## src/hw/rtl/tgpm_pkg.sv

```systemverilog
package tgpm_pkg;

    // word width of both operands and of the product
    localparam int WORD_W         = 32;
    localparam int POLY_WORDS_DEF = 256;

    typedef enum logic [1:0] {
        S_IDLE,
        S_RUN,
        S_LAST,
        S_DONE
    } t_state;

    // controller to datapath
    typedef struct packed {
        logic accept;   // store the incoming pair, seed the accumulator
        logic issue;    // read one pair of stored words, step the counter
        logic finish;   // load the output register, advance the index
    } t_cmd;

    // datapath to controller
    typedef struct packed {
        logic cnt_done; // counter has reached the current index
        logic out_free; // output register can take a new word
    } t_sts;

endpackage

```

## src/hw/rtl/tgpm_ctrl.sv

```systemverilog
module tgpm_ctrl import tgpm_pkg::*; (
    input  logic   i_clk,
    input  logic   i_rst_n,
    input  logic   i_in_valid,
    output logic   o_in_ready,
    input  t_sts   i_sts,
    output t_cmd   o_cmd,
    output t_state o_state
);

    t_state r_state;
    t_state n_state;

    always_ff @(posedge i_clk) begin
        if (!i_rst_n) begin
            r_state <= S_IDLE;
        end else begin
            r_state <= n_state;
        end
    end

    always_comb begin
        n_state = r_state;
        unique case (r_state)
            S_IDLE: if (i_in_valid) n_state = S_RUN;
            S_RUN:  if (i_sts.cnt_done) n_state = S_LAST;
            S_LAST: n_state = S_DONE;
            S_DONE: if (i_sts.out_free) n_state = S_IDLE;
            default: n_state = S_IDLE;
        endcase
    end

    always_comb begin
        o_in_ready   = 1'b0;
        o_cmd        = '0;
        unique case (r_state)
            S_IDLE: begin
                o_in_ready   = 1'b1;
                o_cmd.accept = i_in_valid;
            end
            S_RUN:  o_cmd.issue  = 1'b1;
            S_LAST: o_cmd        = '0;
            S_DONE: o_cmd.finish = i_sts.out_free;
            default: o_cmd       = '0;
        endcase
    end

    assign o_state = r_state;

endmodule

```

## config.mk

```make
export PLATFORM = sky130hd
export DESIGN_NAME = tgpm_ctrl
export DESIGN_NICKNAME = d
export VERILOG_FILES = /design/src/hw/rtl/tgpm_pkg.sv /design/src/hw/rtl/tgpm_ctrl.sv
export SDC_FILE = /design/constraint.sdc
export NUM_CORES = 1
export LEC_CHECK = 0
export BUFFER_PORTS_ARGS = -buffer_cell sky130_fd_sc_hd__buf_2
export CORE_AREA = 2 2 39 41
export CTS_CLUSTER_SIZE = 28
export DETAILED_ROUTE_END_ITERATION = 12
export DIE_AREA = 0 0 41 43
export PLACE_DENSITY = 0.39
export SYNTH_ARGS = -nofsm -noshare
export SYNTH_HDL_FRONTEND = slang
export SYNTH_SLANG_ARGS = --single-unit
```

## constraint.sdc

```tcl
create_clock -name i_clk -period 2.8 [get_ports i_clk]
set_clock_uncertainty 0.15 [all_clocks]
set_input_delay 0.56 -clock i_clk [delete_from_list [all_inputs] [get_ports i_clk]]
set_output_delay 0.56 -clock i_clk [all_outputs]
set_load 0.02 [all_outputs]
```

==> impl_metrics.py, run 1 <==
metrics = {
    "setup_path": {
        "cp.arrival_ns": 1.26,
        "path_class": "reg -> out",
        "slowest_stage": "dfxtp_1",
        "critPathMaxStageDelay_ns": 0.39,
        "cp_data_required_time_ns": 2.09,
        "critPathLaunchType": "flip-flop",
        "critPathCaptureType": "output port",
        "cp_cell_sequence": "inv_1 > ha_1 > and2_2 > buf_2",
        "worstPathMaxFanout": 5,
    },
    "global_route": {
        "grt_pass1_vias": 165,
        "grt_first_pass_wirelength_um": 614,
        "antenna_found_initial": 0,
        "grt_max_degree": 6,
        "grtUsageTotal_pct": 5.311,
        "overflow": 0,
    },
    "routing": {
        "num_vias": 177,
        "ant_nets": 0,
        "post-route-drc-count": 0,
        "via_per_inst": 3.612,
        "wl_per_cell_um": 7.571,
        "firstDrtPassIters": 4,
        "routed_wl_um": 371,
        "drt_iter0_drc": 3,
    },
    "floorplanning": {
        "fp-row-count": 14,
        "die-area_um2": 1763,
        "fp.coreArea_um2": 1384,
        "fp.dieH_um": 43,
        "initial_core_util_pct": 12.30,
        "ioPinCount": 11,
        "dieWidth_um": 41,
    },
    "synthesis": {
        "synth_cell_type_count": 10,
        "synth_area_leader_cell": "ha_1",
        "yosysTopAreaCellShare_pct": 29.41,
        "yosysSeqAreaShare_pct": 23.53,
        "syn_nets": 29,
        "syn_area_per_cell_um2": 8.508,
        "synth_cells": 20,
        "syn_area_um2": 170.2,
        "synth-seq-cells": 2,
        "synthTopCellsByArea": "ha_1 (29%), dfxtp_1 (24%), mux2i_1 (12%)",
        "ys_warn_count": 0,
    },
    "sta": {
        "rsz0062_at_grt": "no",
        "post-route-period-util_pct": 70.22,
        "setup_viol": 0,
        "setup_tns_ns": 0,
        "timing.hold.ws_ns": 0.3679,
        "slew_headroom_pct": 65.24,
        "hold_viol_final": 0,
        "slew_viol_final": 0,
        "worst_pin_slew_ns": 0.5215,
        "fmax_mhz": 508.6,
        "layout_min_cycle_time_ns": 1.966,
    },
    "placed_design": {
        "gp_congestion": 0.6917,
        "hpwl_um": 314.6,
        "port_buffers": 10,
    },
    "clock_tree": {
        "cts_tree": "done",
        "clk_latency_ns": 0.22,
        "cts_made_buffers": 3,
        "cts_buffer_depth": 2,
        "cts-root-buf": "clkbuf_4",
        "post_cts_buffers": 0,
        "clkTransAtPathRegs_ns": 0.03,
        "hold_buffers": 0,
        "cts.htree.levels": 1,
        "clock-sinks": 2,
        "post_cts_resized": 0,
    },
    "hold_path": {
        "hold_path_class": "reg -> reg",
    },
    "power_and_ir_drop": {
        "power_density_nw_per_um2": 1083,
        "leakage_nw": 0.1464,
        "peakVddDrop_mv": 0.4728,
    },
    "flow_run": {
        "cap_violations": 0,
    },
    "finish": {
        "layout-drive-gt1-share_pct": 45.45,
        "fillers": 158,
        "synthToLayoutAreaGrowth_pct": 54.41,
        "antennaDiodeCount": 0,
        "nets": 44,
        "largest_reg_flops": 2,
    },
    "outcome": {
        "outcome": "complete, no violations",
    },
}
## layout by cell type, fill, tap and decap left out
cell	instances
mux2i_1	2
a222oi_1	1
clkinvlp_2	1
nand2_1	3
o21ai_0	1
ha_1	4
and2_2	1
inv_1	4
dfxtp_1	2
and2_1	1
clkbuf_4	3
buf_2	10
## through the flow
| step | utilization [%] | power [mW] | cell area, µm² | std cells | setup WS [ns] |
|---|---|---|---|---|---|
| 3_5_place_dp | 17.36 | 0.2270 | 240.2 | 46 | 1.064 |
| 4_1_cts | 18.99 | 0.2911 | 262.8 | 49 | 0.8256 |
| 3_3_place_gp | 17.36 | 0.2260 | 240.2 | 46 | 1.064 |
| 5_1_grt | 18.99 | 0.3155 | 262.8 | 49 | 0.7463 |
| 6_report | 18.99 | 0.2846 | 262.8 | 49 | 0.8338 |
| 2_1_floorplan | - | 0.1764 | 170.2 | 20 | 0.9671 |
## critical path: cells and delay by family (launching register included)
kind,cells,cell delay [ns]
adders and majority gates,1,0.24
DFF,1,0.39
buffers and inverters,2,0.24
and+or+nand+nor,1,0.17
## kinds of logic (layout without fill, tap and decap cells)
group	count (synthesis)	after routing	share of synthesized area (%)
buf+inv	5	18	11.76
mux	2	2	11.77
fa+ha+maj	4	4	29.41
compound gates	2	2	8.821
simple gates	5	5	14.71
flops	2	2	23.53
## path summary, 6_finish.rpt
check / from / end / cells after the start / slack (ns)
worst min-delay path: o_state[1] / o_state[1] / 2 / 0.37
worst min register to register: o_state[1] / o_state[1] / 2 / 0.37
worst max-delay path: o_state[0] / o_cmd[2] / 4 / 0.83
worst max register to register: o_state[0] / o_state[0] / 4 / 1.10
## cell type report
type | instances | area, µm² | share of cell area (%)
Clock buffer | 3 | 22.52 | 8.571
Inverter | 5 | 20.02 | 7.619
Multi-Input combinational cell | 13 | 110.1 | 41.90
Sequential cell | 2 | 40.04 | 15.24
Tap cell | 16 | 20.02 | 7.619
Timing Repair Buffer | 10 | 50.05 | 19.05
## layer usage
layer | up-vias | part of all wire (%) | GRT usage, %
met2 | 11 | 30 | 5.313
met5 | - | 0 | 0
met3 | 0 | 13 | 5.236
met4 | 0 | 0 | 2.000
li1 | 91 | - | -
met1 | 75 | 56 | 7.348
## synthesized netlist by cell type
library cell and number:
and2_1 1, inv_1 4, mux2i_1 2, and2_2 1, o21ai_0 1, clkinvlp_2 1
ha_1 4, a222oi_1 1, dfxtp_1 2, nand2_1 3
## where the power goes
group	total (mW)	switching, mW	internal, mW
Sequential	0.0585	0.0166	0.0419
Clock	0.0610	0.0139	0.0471
Combinational	0.165	0.100	0.0649
(Power assumes the default switching activity.)
==> inputs of run 2 (changes only) <==
Settings changed: PLACE_DENSITY 0.39 to 0.4.
Clock period 2.8 ns to 1.6 ns, I/O delays scaled along.
==> impl_metrics.py, run 2 (same netlist as run 1, synthesis figures left out) <==
metrics = {
    "sta": {
        "rsz0062_at_grt": "no",
        "post-route-period-util_pct": 96.59,
        "hold_viol_final": 0,
        "worst_pin_slew_ns": 0.3047,
        "layout_min_cycle_time_ns": 1.545,
        "timing.hold.ws_ns": 0.2280,
        "fin_ws_ns": 0.05454,
        "setup_tns_ns": 0,
        "slew_headroom_pct": 79.69,
        "slew_viol_final": 0,
        "fmax_mhz": 647.1,
        "setup_viol": 0,
    },
    "finish": {
        "mostFrequentLayoutCells": "buf_2 (9), nand2_1 (3), clkbuf_4 (3), buf_4 (3)",
        "antennaDiodeCount": 0,
        "layout-drive-gt1-share_pct": 66.67,
        "fin_area_um2": 317.8,
        "synthToLayoutAreaGrowth_pct": 86.77,
        "final_common_cell": "buf_2",
        "largest_reg_flops": 2,
        "final_util_pct": 22.97,
        "nets": 47,
        "layout.cells.non_filler": 52,
    },
    "floorplanning": {
        "die-area_um2": 1763,
        "dieWidth_um": 41,
        "fp-row-count": 14,
        "fp.coreArea_um2": 1384,
        "ioPinCount": 11,
        "fp.dieH_um": 43,
        "initial_core_util_pct": 12.30,
    },
    "placed_design": {
        "hpwl_um": 315.4,
        "place_ws_ns": 0.03459,
        "gp_congestion": 0.6855,
        "dpl.cell_count": 47,
        "port_buffers": 10,
        "place_area_um2": 260.3,
    },
    "hold_path": {
        "hold_path_class": "in -> reg",
        "min_to": "o_state[1]",
        "holdPathStages": 3,
        "hp-start": "i_rst_n",
    },
    "routing": {
        "ant_nets": 0,
        "drt_iter0_drc": 5,
        "wl_per_cell_um": 7.731,
        "routed_wl_um": 402,
        "post-route-drc-count": 0,
        "via_per_inst": 3.538,
        "num_vias": 184,
        "firstDrtPassIters": 4,
    },
    "clock_tree": {
        "clock-sinks": 2,
        "cts-root-buf": "clkbuf_4",
        "cts_buffer_depth": 2,
        "clkTransAtPathRegs_ns": 0.03,
        "cts.htree.levels": 1,
        "clk_latency_ns": 0.22,
        "cts_tree": "done",
        "cts_made_buffers": 3,
        "hold_buffers": 0,
    },
    "setup_path": {
        "critPathLaunchType": "flip-flop",
        "r2r_setup_slack_ns": 0.09,
        "r2r_start": "o_state[0]",
        "r2r-end": "o_state[0]",
        "reg2reg_depth": 5,
        "cp_data_required_time_ns": 1.13,
        "crit_buf_inv": 1,
        "path_class": "reg -> out",
        "cp_cell_sequence": "ha_1 > and2_1 > buf_2",
        "crit_family": "flip-flops",
        "slowest_stage": "dfxtp_4",
        "worstPathMaxFanout": 5,
        "critPathMaxStageDelay_ns": 0.36,
        "critPathCaptureType": "output port",
        "cp.arrival_ns": 1.08,
    },
    "global_route": {
        "grt_max_degree": 6,
        "antenna_found_initial": 0,
        "grt_first_pass_wirelength_um": 641,
        "overflow": 0,
        "grtUsageTotal_pct": 5.706,
        "grt_pass1_vias": 171,
    },
    "power_and_ir_drop": {
        "seq_power_share_pct": 18.7,
        "pwr-share-comb_pct": 64.1,
        "peakVddDrop_mv": 0.7308,
        "leakage_nw": 0.1660,
        "power_switching_share_pct": 41.72,
        "power_mw": 0.6305,
        "p_int_mw": 0.3674,
        "power.share.clock_pct": 17.2,
        "p_sw_mw": 0.2631,
        "power_density_nw_per_um2": 1984,
    },
    "flow_run": {
        "cap_violations": 0,
    },
    "outcome": {
        "outcome": "complete, no violations",
    },
}
[run 2: cell count changes in the layout (fill, tap and decap cells not counted), moves of 2 or more]
cell     previous run  this run
buf_4               0         3
dfxtp_1             2         0
dfxtp_4             0         2
ha_1                4         2
inv_1               4         2
[run 2: worst reg2reg max path: stages, from the launching register on]
cell and delay (ns):
dfxtp_4 0.37, inv_4 0.04, ha_4 0.16, a222oi_1 0.33, buf_4 0.19, mux2i_1 0.18
[run 2: power groups by stage]
stage	Combinational (mW)	Clock [mW]	Sequential [mW]
after floorplan	0.193	0	0.139
after global placement	0.321	0	0.120
after detailed placement	0.320	0	0.118
after CTS	0.399	0.115	0.113
after global routing	0.455	0.123	0.123
final	0.404	0.108	0.118
[run 2: worst max path at each step]
stage / start / to / slack (ns) / cells after the start
after CTS: o_state[1] / o_cmd[2] / 0.02 / 4
after detailed placement: o_state[0] / o_state[0] / 0.03 / 5
after global routing: o_state[0] / o_state[1] / 0.008 / 5
final: o_state[0] / o_cmd[0] / 0.05 / 3
after floorplan: o_state[0] / o_state[0] / 0.004 / 4
after global placement: o_state[0] / o_state[1] / 0.06 / 5
[run 2: timing repair]
action                                  CTS  global route
endpoints found under the hold margin     0             0
gates resized for setup                   4             3
endpoints found under the setup margin    1             3
pin swaps                                 1             1
setup buffers                             2             0
[run 2: layout make-up]
cell class                 instances  area (µm²)
fill                             151        1066
multi-input combinational         13       126.4
timing repair buffer              13       78.83
sequential                         2       47.55
clock buffer                       3       22.52
inverter                           5       22.52
tap                               16       20.02
[run 2: routing by layer]
layer,global-route usage [%],vias up,share of wire [%]
met4,6.000,0,0
met3,3.141,0,12
li1,-,95,-
met5,0,-,0
met2,6.563,11,35
met1,6.688,78,53
